[src/preset_fir_smoothing_filter_top_macros.svh]
// Assertion macros shared by the smoothing filter modules.
// Expects clock and reset (synchronous, active high) in the using module.
`ifndef PRESET_FIR_SMOOTHING_FILTER_TOP_MACROS_SVH
`define PRESET_FIR_SMOOTHING_FILTER_TOP_MACROS_SVH

// Same-cycle implication, checked outside reset
`define PFSF_ASSERT_IMPL(label, ante, cons, msg) \
   label: assert property (@(posedge clock) disable iff (reset) (ante) |-> (cons)) \
      else $error(msg);

// Next-cycle implication, checked outside reset
`define PFSF_ASSERT_NEXT(label, ante, cons, msg) \
   label: assert property (@(posedge clock) disable iff (reset) (ante) |=> (cons)) \
      else $error(msg);

`endif

[src/pfsf_pkg.sv]
// Shared types, mode codes and coefficient tables of the smoothing filter.
// No dependencies.
package pfsf_pkg;

   // filter_mode codes
   localparam logic [1:0] MODE_GAUSS = 2'd0;
   localparam logic [1:0] MODE_SG5   = 2'd1;
   localparam logic [1:0] MODE_SG7   = 2'd2;
   localparam logic [1:0] MODE_SG9   = 2'd3;

   localparam int TAP_W  = 5;   // holds the longest preset (21 taps)
   localparam int COEF_W = 30;  // weight times reciprocal, signed

   // Weight times normalization reciprocal; first half of each symmetric preset.
   // Gaussian reciprocal 67960 (shift 31), SG reciprocals 1872, 3121, 284 (shift 16).
   localparam logic signed [COEF_W-1:0] GAUSS_COEF [0:10] = '{
      30'sd24057840,  30'sd35203280,  30'sd49406920,  30'sd66600800,
      30'sd86377160,  30'sd107784560, 30'sd128920120, 30'sd148288720,
      30'sd164123400, 30'sd174113520, 30'sd177715400
   };
   localparam logic signed [COEF_W-1:0] SG5_COEF [0:2] = '{
      -30'sd5616, 30'sd22464, 30'sd31824
   };
   localparam logic signed [COEF_W-1:0] SG7_COEF [0:3] = '{
      -30'sd6242, 30'sd9363, 30'sd18726, 30'sd21847
   };
   localparam logic signed [COEF_W-1:0] SG9_COEF [0:4] = '{
      -30'sd5964, 30'sd3976, 30'sd11076, 30'sd15336, 30'sd16756
   };

   // Controller to datapath
   typedef struct packed {
      logic start;  // transaction accepted: write sample, set up pass
      logic read;   // issue one window read and tap step
      logic norm;   // normalize and saturate the accumulator
      logic load;   // move the result into the output register
   } pfsf_cmd_type;

   // Datapath to controller
   typedef struct packed {
      logic apply;      // the incoming sample completes a full window
      logic last_tap;   // current read is the final tap
      logic pipe_busy;  // read or product still in flight
      logic out_free;   // output register can take a result
   } pfsf_status_type;

   function automatic logic [TAP_W-1:0] taps_of(input logic [1:0] mode);
      logic [TAP_W-1:0] t;
      case (mode)
         MODE_GAUSS: t = TAP_W'(21);
         MODE_SG5:   t = TAP_W'(5);
         MODE_SG7:   t = TAP_W'(7);
         MODE_SG9:   t = TAP_W'(9);
         default:    t = TAP_W'(21);
      endcase
      return t;
   endfunction

   function automatic logic signed [COEF_W-1:0] coef_of(input logic [1:0] mode,
                                                        input logic [TAP_W-1:0] k);
      logic [TAP_W-1:0] m;
      logic signed [COEF_W-1:0] c;
      m = '0;
      c = '0;
      case (mode)
         MODE_GAUSS: begin
            m = (k > TAP_W'(10)) ? TAP_W'(20) - k : k;
            c = GAUSS_COEF[m[3:0]];
         end
         MODE_SG5: begin
            m = (k > TAP_W'(2)) ? TAP_W'(4) - k : k;
            c = SG5_COEF[m[1:0]];
         end
         MODE_SG7: begin
            m = (k > TAP_W'(3)) ? TAP_W'(6) - k : k;
            c = SG7_COEF[m[1:0]];
         end
         MODE_SG9: begin
            m = (k > TAP_W'(4)) ? TAP_W'(8) - k : k;
            c = SG9_COEF[m[2:0]];
         end
         default: c = '0;
      endcase
      return c;
   endfunction

endpackage

[src/pfsf_ctrl.sv]
// Sequencing state machine of the smoothing filter.
// Depends on pfsf_pkg and the shared assertion macros.
`include "preset_fir_smoothing_filter_top_macros.svh"

module pfsf_ctrl
   import pfsf_pkg::*;
(
   input  logic            clock,
   input  logic            reset,
   input  logic            req_valid,
   output logic            req_ready,
   input  pfsf_status_type status,
   output pfsf_cmd_type    cmd
);

   localparam logic [2:0] ST_IDLE   = 3'd0;
   localparam logic [2:0] ST_READ   = 3'd1;
   localparam logic [2:0] ST_DRAIN  = 3'd2;
   localparam logic [2:0] ST_NORM   = 3'd3;
   localparam logic [2:0] ST_FINISH = 3'd4;

   logic [2:0] state_ff;
   logic [2:0] state_in;

   // Next state and commands
   always_comb begin
      state_in  = state_ff;
      cmd       = '0;
      req_ready = 1'b0;
      case (state_ff)
         ST_IDLE: begin
            req_ready = 1'b1;
            if (req_valid) begin
               cmd.start = 1'b1;
               state_in  = status.apply ? ST_READ : ST_FINISH;
            end
         end
         ST_READ: begin
            cmd.read = 1'b1;
            if (status.last_tap) begin
               state_in = ST_DRAIN;
            end
         end
         ST_DRAIN: begin
            if (!status.pipe_busy) begin
               state_in = ST_NORM;
            end
         end
         ST_NORM: begin
            cmd.norm = 1'b1;
            state_in = ST_FINISH;
         end
         ST_FINISH: begin
            if (status.out_free) begin
               cmd.load = 1'b1;
               state_in = ST_IDLE;
            end
         end
         default: state_in = ST_IDLE;
      endcase
   end

   always_ff @(posedge clock) begin
      if (reset) begin
         state_ff <= ST_IDLE;
      end else begin
         state_ff <= state_in;
      end
   end

   `PFSF_ASSERT_IMPL(a_load_free, cmd.load, status.out_free, "result load over pending output")
   `PFSF_ASSERT_IMPL(a_norm_drained, cmd.norm, !status.pipe_busy, "normalize with MAC in flight")
   `PFSF_ASSERT_NEXT(a_pass_direct, cmd.start && !status.apply, state_ff == ST_FINISH, "pass-through did not go to finish")

endmodule

[src/pfsf_dp.sv]
// Datapath of the smoothing filter: sample ring, serial MAC, normalizer, output register.
// Depends on pfsf_pkg and the shared assertion macros.
`include "preset_fir_smoothing_filter_top_macros.svh"

module pfsf_dp
   import pfsf_pkg::*;
#(
   parameter int MAX_TAPS     = 21,
   parameter int SAMPLE_WIDTH = 16
) (
   input  logic                           clock,
   input  logic                           reset,
   input  pfsf_cmd_type                   cmd,
   output pfsf_status_type                status,
   input  logic                           csr_wr_en,
   input  logic [1:0]                     csr_wr_data,
   input  logic signed [SAMPLE_WIDTH-1:0] req_sample,
   output logic                           rsp_valid,
   input  logic                           rsp_ready,
   output logic signed [SAMPLE_WIDTH-1:0] rsp_filtered,
   output logic                           rsp_smoothed
);

   localparam int PTR_W  = (MAX_TAPS > 1) ? $clog2(MAX_TAPS) : 1;
   localparam int FILL_W = $clog2(MAX_TAPS + 1);
   localparam int CMP_W  = (FILL_W > TAP_W) ? FILL_W : TAP_W;
   localparam int PROD_W = SAMPLE_WIDTH + COEF_W;
   localparam int ACC_W  = SAMPLE_WIDTH + 33;

   localparam logic signed [ACC_W-1:0] SAT_HI =
      {{(ACC_W-SAMPLE_WIDTH+1){1'b0}}, {(SAMPLE_WIDTH-1){1'b1}}};
   localparam logic signed [ACC_W-1:0] SAT_LO = ~SAT_HI;
   localparam logic signed [ACC_W-1:0] RND_GAUSS = ACC_W'(1) << 30;
   localparam logic signed [ACC_W-1:0] RND_SG    = ACC_W'(1) << 15;

   logic [1:0]                     mode_ff;
   logic [PTR_W-1:0]               wptr_ff, wptr_in;
   logic [PTR_W-1:0]               rptr_ff, rptr_in;
   logic [FILL_W-1:0]              fill_ff, fill_in;
   logic [TAP_W-1:0]               tap_ff;
   logic [TAP_W-1:0]               taps;
   logic signed [SAMPLE_WIDTH-1:0] ring [MAX_TAPS];
   logic signed [SAMPLE_WIDTH-1:0] rdata_ff;
   logic signed [COEF_W-1:0]       coef_ff;
   logic                           rd_v_ff, mul_v_ff;
   logic signed [PROD_W-1:0]       prod_ff, prod_in;
   logic signed [ACC_W-1:0]        acc_ff, acc_in;
   logic signed [ACC_W-1:0]        rounded, shifted;
   logic signed [SAMPLE_WIDTH-1:0] result_ff, result_in;
   logic                           smoothed_ff;
   logic                           rsp_valid_ff;
   logic signed [SAMPLE_WIDTH-1:0] rsp_filtered_ff;
   logic                           rsp_smoothed_ff;
   logic                           tap_fits;

   assign taps = taps_of(mode_ff);

   // Ring pointers and saturating fill count
   assign wptr_in = (wptr_ff == PTR_W'(MAX_TAPS - 1)) ? '0 : wptr_ff + PTR_W'(1);
   assign rptr_in = (rptr_ff == '0) ? PTR_W'(MAX_TAPS - 1) : rptr_ff - PTR_W'(1);
   assign fill_in = (fill_ff == FILL_W'(MAX_TAPS)) ? fill_ff : fill_ff + FILL_W'(1);

   // Filter applies once the window covers the preset
   assign tap_fits = CMP_W'(taps) <= CMP_W'(MAX_TAPS);

   assign status.apply     = tap_fits && (CMP_W'(fill_in) >= CMP_W'(taps));
   assign status.last_tap  = (tap_ff == taps - TAP_W'(1));
   assign status.pipe_busy = rd_v_ff || mul_v_ff;
   assign status.out_free  = !rsp_valid_ff || rsp_ready;

   // Mode register
   always_ff @(posedge clock) begin
      if (reset) begin
         mode_ff <= MODE_GAUSS;
      end else if (csr_wr_en) begin
         mode_ff <= csr_wr_data;
      end
   end

   // Window control: write pointer, fill count, read pointer, tap index
   always_ff @(posedge clock) begin
      if (reset) begin
         wptr_ff <= '0;
         fill_ff <= '0;
         rptr_ff <= '0;
         tap_ff  <= '0;
      end else if (cmd.start) begin
         wptr_ff <= wptr_in;
         fill_ff <= fill_in;
         rptr_ff <= wptr_ff;
         tap_ff  <= '0;
      end else if (cmd.read) begin
         rptr_ff <= rptr_in;
         tap_ff  <= tap_ff + TAP_W'(1);
      end
   end

   // Sample ring: write newest, read newest-first during the pass
   always_ff @(posedge clock) begin
      if (cmd.start) begin
         ring[wptr_ff] <= req_sample;
      end
      if (cmd.read) begin
         rdata_ff <= ring[rptr_ff];
         coef_ff  <= coef_of(mode_ff, tap_ff);
      end
   end

   // Multiply-accumulate pipeline
   assign prod_in = rdata_ff * coef_ff;
   assign acc_in  = acc_ff + ACC_W'(prod_ff);

   always_ff @(posedge clock) begin
      if (reset) begin
         rd_v_ff  <= 1'b0;
         mul_v_ff <= 1'b0;
      end else begin
         rd_v_ff  <= cmd.read;
         mul_v_ff <= rd_v_ff;
      end
   end

   always_ff @(posedge clock) begin
      if (rd_v_ff) begin
         prod_ff <= prod_in;
      end
      if (cmd.start) begin
         acc_ff <= '0;
      end else if (mul_v_ff) begin
         acc_ff <= acc_in;
      end
   end

   // Round half up, drop the fraction, saturate
   assign rounded = acc_ff + ((mode_ff == MODE_GAUSS) ? RND_GAUSS : RND_SG);
   assign shifted = (mode_ff == MODE_GAUSS) ? (rounded >>> 31) : (rounded >>> 16);

   always_comb begin
      if (shifted > SAT_HI) begin
         result_in = SAT_HI[SAMPLE_WIDTH-1:0];
      end else if (shifted < SAT_LO) begin
         result_in = SAT_LO[SAMPLE_WIDTH-1:0];
      end else begin
         result_in = shifted[SAMPLE_WIDTH-1:0];
      end
   end

   // Hold pass-through sample until normalize replaces it
   always_ff @(posedge clock) begin
      if (cmd.start) begin
         result_ff   <= req_sample;
         smoothed_ff <= status.apply;
      end else if (cmd.norm) begin
         result_ff <= result_in;
      end
   end

   // Output register
   always_ff @(posedge clock) begin
      if (reset) begin
         rsp_valid_ff <= 1'b0;
      end else if (cmd.load) begin
         rsp_valid_ff <= 1'b1;
      end else if (rsp_ready) begin
         rsp_valid_ff <= 1'b0;
      end
   end

   always_ff @(posedge clock) begin
      if (cmd.load) begin
         rsp_filtered_ff <= result_ff;
         rsp_smoothed_ff <= smoothed_ff;
      end
   end

   assign rsp_valid    = rsp_valid_ff;
   assign rsp_filtered = rsp_filtered_ff;
   assign rsp_smoothed = rsp_smoothed_ff;

   `PFSF_ASSERT_IMPL(a_fill_bound, 1'b1, fill_ff <= FILL_W'(MAX_TAPS), "fill count past window depth")
   `PFSF_ASSERT_NEXT(a_load_shows, cmd.load, rsp_valid_ff, "loaded result not presented")
   `PFSF_ASSERT_IMPL(a_read_fits, cmd.read, tap_ff < taps, "tap index beyond preset length")

endmodule

[src/preset_fir_smoothing_filter_top.sv]
// A filtered transaction steps through the read, drain, normalize and finish states,
// one MAC per tap through the single ring read port; pass-through goes straight to finish.
// A new transaction is accepted only in the idle state, once the previous result is loaded.
// Reset (synchronous, high): mode Gaussian, window empty, no result pending.
// Top level: joins the sequencing controller and the filter datapath.
module preset_fir_smoothing_filter_top
   import pfsf_pkg::*;
#(
   parameter int MAX_TAPS     = 21,
   parameter int SAMPLE_WIDTH = 16
) (
   input  logic                           clock,
   input  logic                           reset,
   input  logic                           csr_wr_en,
   input  logic [1:0]                     csr_wr_data,
   input  logic                           req_valid,
   output logic                           req_ready,
   input  logic signed [SAMPLE_WIDTH-1:0] req_sample,
   output logic                           rsp_valid,
   input  logic                           rsp_ready,
   output logic signed [SAMPLE_WIDTH-1:0] rsp_filtered,
   output logic                           rsp_smoothed
);

   pfsf_cmd_type    cmd;
   pfsf_status_type status;

   pfsf_ctrl u_ctrl (
      .clock     (clock),
      .reset     (reset),
      .req_valid (req_valid),
      .req_ready (req_ready),
      .status    (status),
      .cmd       (cmd)
   );

   pfsf_dp #(
      .MAX_TAPS     (MAX_TAPS),
      .SAMPLE_WIDTH (SAMPLE_WIDTH)
   ) u_dp (
      .clock        (clock),
      .reset        (reset),
      .cmd          (cmd),
      .status       (status),
      .csr_wr_en    (csr_wr_en),
      .csr_wr_data  (csr_wr_data),
      .req_sample   (req_sample),
      .rsp_valid    (rsp_valid),
      .rsp_ready    (rsp_ready),
      .rsp_filtered (rsp_filtered),
      .rsp_smoothed (rsp_smoothed)
   );

endmodule

[config.mk]
export PLATFORM = sky130hd
export DESIGN_NAME = preset_fir_smoothing_filter_top
export DESIGN_NICKNAME = d
export VERILOG_FILES = /design/src/pfsf_pkg.sv /design/src/pfsf_ctrl.sv /design/src/pfsf_dp.sv /design/src/preset_fir_smoothing_filter_top.sv
export VERILOG_INCLUDE_DIRS = /design/src /design/src/src
export SDC_FILE = /design/constraint.sdc
export NUM_CORES = 2
export LEC_CHECK = 0
export BUFFER_PORTS_ARGS = -buffer_cell sky130_fd_sc_hd__buf_4
export CORE_UTILIZATION = 64
export DETAILED_ROUTE_END_ITERATION = 7
export PLACE_DENSITY = 0.81
export RECOVER_POWER = 100
export SETUP_SLACK_MARGIN = 0.3
export SYNTH_ARGS = -nofsm -noshare
export SYNTH_HDL_FRONTEND = slang
export SYNTH_HIERARCHICAL = 1
export SYNTH_SLANG_ARGS = --single-unit
export TNS_END_PERCENT = 1
[constraint.sdc]
create_clock -name clock -period 15.6 [get_ports clock]
set_input_delay 0 -clock clock [delete_from_list [all_inputs] [get_ports clock]]
set_output_delay 0 -clock clock [all_outputs]
set_load 0.05 [all_outputs]
Word level (Yosys, flattened, before mapping)
Memories as Yosys holds them, arrays and structs flattened. A register that Yosys moved wholly into a read port is not among the register bits.
Cells that the tools add are included.
Storage, ports and cells
  register bits after elaboration: 187
  bits in writable memories: 336
  ROM bits: 720
  input port bits: 23
  output and inout port bits: 19
  word-level logic and storage cells: 117
  memories: 3
Memory list
  (no name shown): words 16, width 30, read ports 1, clocked after memory_dff 0, wr ports 0, RTL line pfsf_pkg.sv:68  | c = GAUSS_COEF[m[3:0]];
  u_dp.ring: words 21, width 16, read ports 1, clocked after memory_dff 1, wr ports 1, RTL line pfsf_dp.sv:42  | logic signed [SAMPLE_WIDTH-1:0] ring [MAX_TAPS];
  (no name shown): words 8, width 30, read ports 1, clocked after memory_dff 0, wr ports 0, RTL line pfsf_pkg.sv:80  | c = SG9_COEF[m[2:0]];
Cells by class
  add/subtract/negate cells: 11
  multipliers: 1
  magnitude comparators: 12
  eq/ne operators: 14
  multiplexer cells: 44
  bitwise gates (word level): 4
  reductions and logical operators: 12
Operator list (number)
  two-way mux 30 bit: 8
  binary-select mux 30 bit (select 2 bit): 2
  case mux 30 bit (4 select lines): 1
  two-way mux 16 bit: 4
  adder 49 x 32 -> 49 bit: 1
  adder 49 x 46 -> 49 bit: 1
  multiplier 16 x 30 -> 46 bit: 1
  greater-than comparator 33 x 16 -> 1 bit, second input constant: 1
  less-than comparator 33 x 16 -> 1 bit, second input constant: 1
  two-way mux 32 bit: 1
  two-way mux 31 bit: 1
  two-way mux 5 bit: 5
  case mux 5 bit (4 select lines): 1
  two-way mux 3 bit: 6
  adder 5 x 1 -> 5 bit, second input constant: 3
  case mux 3 bit (5 select lines): 1
  two-way mux 1 bit: 11
  == test 5 bit, second input constant: 2
  greater-than comparator 5 x 2 -> 1 bit, second input constant: 2
  subtractor 5 x 1 -> 5 bit, second input constant: 2
  inequality test 2 bit, second input constant: 4
  == test 3 x 2 -> 1 bit, second input constant: 2
  >= comparator 3 bit, second input constant: 2
  inverter 2 -> 3 bit: 2
  other kinds (28): 33

Logic depth before layout (Yosys ltp)
  depth after elaboration: 9
  mapped depth: 27

Modules after synthesis
The synthesis kept the hierarchy.
By module, submodules not included
  pfsf_dp: times used 1, cells each 3668, area each 41100.7 um^2
  pfsf_ctrl: times used 1, cells each 23, area each 177.7 um^2

Worst setup path after synthesis
Ideal clock, no wire load.
  path type: register -> register
  from: register u_dp.rdata_ff[15] (read register of u_dp.ring)
  to: register u_dp.prod_ff[45] (data pin)
  library setup time: 0.260 ns
  arrival time: 6.389 ns
  data required time: 15.340 ns
  path slack: 8.951 ns
  cell stages (with the launch flop): 23
  path buffers: 1
  clock period less this slack: 6.649 ns
  cell sequence: edfxtp_1 > clkinv_1 > clkbuf_1 > nor2_1 > fa_1 > fa_1 > fa_1 > fa_1 > fa_1 > inv_1 > fa_1 > inv_1 > ha_1 > a21o_1 > a21oi_1 > o21ai_0 > a311o_1 > a311oi_1 > o21a_1 > o31ai_1 > a221oi_1 > a31oi_1 > xnor2_1
On the way
  cells in the longest elaborated chain, start to end: 1
RTL lines
  start: declaration: RTL line pfsf_dp.sv:43  | logic signed [SAMPLE_WIDTH-1:0] rdata_ff;
  multiplier 16 x 30 -> 46 bit: RTL line pfsf_dp.sv:110  | assign prod_in = rdata_ff * coef_ff;
  named net u_dp.prod_in[45]: RTL line pfsf_dp.sv:46  | logic signed [PROD_W-1:0] prod_ff, prod_in;
  end signal: assignment: RTL line pfsf_dp.sv:125  | prod_ff <= prod_in;
  end: declaration: RTL line pfsf_dp.sv:46
The timed path passes the listed nets, and every way through them passes these cells.
A chain may end at the register's enable or synchronous reset.

Worst setup path in the final report
  from: register u_dp.rdata_ff[4] (read register of u_dp.ring)
  to: register u_dp.prod_ff[45] (data pin)
The elaborated chain is that of the path after synthesis.

==> impl_metrics.toml <==
[outcome]
status = "finished with violations"
violations = "max-capacitance violations, max-slew violations"

[logic_synthesis]
async_flop_share_pct = 0
yosysTopAreaCellShare_pct = 33.5
syn-num-nets = 4343
ys_ff_latch = 538
yosys.area.top_type = "edfxtp_1"
yosys-top-cells-area = "edfxtp_1, fa_1, ha_1"
postSynthCellCount = 3691
synth_fa_ha_area_share_pct = 27.2
syn_avg_cell_area_sq_um = 11.2
yosys.area_share.simple_pct = 12.0
synthXorXnorAreaFrac_pct = 2.74
yosys_warnings = 6
synth_top_family_by_area = "adder cells"
synth-edff-count = 461
synthMuxAreaShare_pct = 6.53
synth_compound_area_share_pct = 7.50
synth_area_sq_um = 41300
synth_ff_type = "edfxtp_1"
yosysUniqueCellTypes = 77
ys_seq_area_share_pct = 37.3

[critical_path]
critPathMaxStageDelay_ns = 0.89
cp.arrival_ns = 8.16
crit_fanout = 22
slowest_stage = "clkbuf_1"
end_kind = "register"
rr_worst_depth = 22
timing.rr.end = "u_dp/prod_ff[45]"
crit_required_ns = 15.93
path_cells = "clkbuf_1 -> nand2_1 -> fa_1 -> fa_1 -> inv_1 -> fa_1 -> inv_1 -> fa_1 -> fa_1 -> fa_1 -> inv_1 -> ha_1 -> a21o_1 -> a21oi_1 -> o21ai_0 -> a311o_1 -> a311oi_1 -> o21a_1 -> o31ai_1 -> a221oi_1 -> a31oi_1 -> xnor2_1"
critPathKind = "reg -> reg"
worst-path-buf-inv = 4
path_delay_family = "adder cells"
cp.depth = 22
rrSetupSlack_ns = 7.77
path_common_cell = "fa_1"
start_kind = "register"
r2r-start = "u_dp/rdata_ff[4]"

[final_layout]
fin_nets = 4315
nFillCells = 4421
mostFrequentLayoutCells = "inv_1, edfxtp_1, fa_1"
drive_gt1_share_pct = 5.83
area_growth_pct = 6.18
final_common_cell = "inv_1"
n_antenna_cell = 0

[clock_tree]
cts_buffers = 49
clock_tree.htree_level_count = 2
cts_tree = "built"
clockBufferDepth = 3
insertion_delay_ns = 0.61
postCtsSetupRepairBufs = 0
clock-root-buffer = "clkbuf_16"
clk_pin_slew_ns = 0.06
holdBufCountCts = 27
cts_resized = 0
cts_sinks = 538

[routing]
drt_wl_total_um = 107000
ant_nets = 0
drt-wirelength-per-cell_um = 23.5
drc = 0
dr_total_vias = 28400
dr.pass1.iters = 6
drtIter0Drc = 2907
viasPerCell = 6.25

[floorplanning]
ios = 42
die-area_sq_um = 65500
core_sq_um = 63400
dieHeight_um = 256
num_rows = 92
die_x_um = 256
start_util_pct = 65.1

[sta]
fin_worst_skew_ns = 0.0298
rsz0062_at_grt = "false"
worst_slew_pin_slew_ns = 3.86
period_share_pct = 50.2
hold_violations = 0
setup_viol = 0
min_period_ns = 7.83
maxSlewHeadroom_pct = -158
drv_slew = 513
tns_ns = 0
max_freq_mhz = 128

[hold_path]
min_to = "u_ctrl/state_ff[0]"
hp-start = "req_valid"
hp-class = "in -> reg"
worstHoldPathCells = 4

[global_routing]
grtUsageTotal_pct = 33.6
antenna_found_initial = 3
grt_max_degree = 62
grt_pass1_wl_um = 168000
grt_pass1_vias = 29400
overflow = 0

[power]
power.total_uw = 5010
vdd_ir_drop_max_v = 0.000144
power.density_nw_per_um2 = 114
power.leakage_uw = 0.0180

[placed_design]
gp_congestion = 0.940
port_buffers = 41
hpwl_um = 72000

[flow_run]
drv_cap = 21
[through the flow]
step	hold slack (ns)	setup slack (ns)	area (sq um)	instances	utilization, %
finish	0.296	7.77	43800	4548	69.1
global route	0.322	7.26	43800	4548	69.1
CTS	0.278	8.03	44000	4548	69.4
detailed placement	0.246	8.08	42200	4431	66.6
global placement	0.238	8.27	42200	4431	66.6
floorplan	0.0694	8.95	41300	3691	-
[flip-flops by register name, summed over array words and instances, names as in the netlist, 16 cells and up]
name / flops
u_dp/acc_ff: 49
u_dp/coef_ff: 29
u_dp/prod_ff: 46
u_dp/rdata_ff: 16
u_dp/result_ff: 16
u_dp/ring: 336
u_dp/rsp_filtered: 16
[metal layers]
layer / share of wire (%) / wire length, um / vias up / global-route usage (%)
met2: 50 / 53900 / 1627 / 58.0
li1: - / - / 12200 / -
met5: 0 / 0 / - / 0
met3: 8.0 / 8550 / 371 / 4.32
met4: 5.5 / 5850 / 0 / 16.6
met1: 36 / 38500 / 14200 / 41.8
[where the power goes]
part           switching [uW]  internal (uW)
logic                    1310            796
registers                24.8           1690
clock network             547            642
total                    1880           3130
[worst max path at each step]
stage,endpoint,slack [ns],startpoint
6_report,u_dp/prod_ff[45],7.77,u_dp/rdata_ff[4]
3_3_place_gp,u_dp/prod_ff[45],8.27,u_dp/rdata_ff[9]
3_5_place_dp,u_dp/prod_ff[45],8.08,u_dp/rdata_ff[9]
2_1_floorplan,u_dp/prod_ff[45],8.95,u_dp/rdata_ff[15]
5_1_grt,u_dp/prod_ff[45],7.26,u_dp/rdata_ff[4]
4_1_cts,u_dp/prod_ff[45],8.03,u_dp/rdata_ff[9]
[cell type report]
cell class              count  area, sq um  area share [%]
well taps                 846         1060            2.42
repair buffers             98          638            1.46
multi-input cells        2420        23100            52.8
clock inverters            25          235           0.537
clock buffers              65         1300            2.96
flip-flops and latches    538        15400            35.1
inverters                 556         2090            4.76
[cell usage after synthesis, types with 25 or more instances]
cell type  number
a21o_1         62
a21oi_1       162
a31oi_1        27
and2_1        219
clkbuf_1      156
dfxtp_1        77
edfxtp_1      461
fa_1          450
ha_1          179
inv_1         554
mux2i_1        50
mux4_2         96
nand2_1       405
nand2b_1       37
nand3_1        42
nand4_1        25
nor2_1        176
nor2b_1        31
nor3_1         27
o21ai_0        88
xnor2_1        70
xor2_1         59
[cell families after synthesis]
family,after synthesis
AO/OA/AOI/OAI,487
AND/OR/NAND/NOR,1026
multiplexers,149
XOR/XNOR,129
flip-flops,538
adder cells (fa/ha/maj),629
buffers and inverters,733
[worst reg2reg max path: stages, from the launching register on]
cell and delay [ns]:
edfxtp_1 0.66, clkbuf_1 0.89, nand2_1 0.21, fa_1 0.55, fa_1 0.49, inv_1 0.06
fa_1 0.50, inv_1 0.06, fa_1 0.56, fa_1 0.45, fa_1 0.50, inv_1 0.05
ha_1 0.35, a21o_1 0.20, a21oi_1 0.18, o21ai_0 0.12, a311o_1 0.36, a311oi_1 0.28
o21a_1 0.24, o31ai_1 0.13, a221oi_1 0.41, a31oi_1 0.16, xnor2_1 0.15
Note: power is estimated with default switching activity, not from simulation.
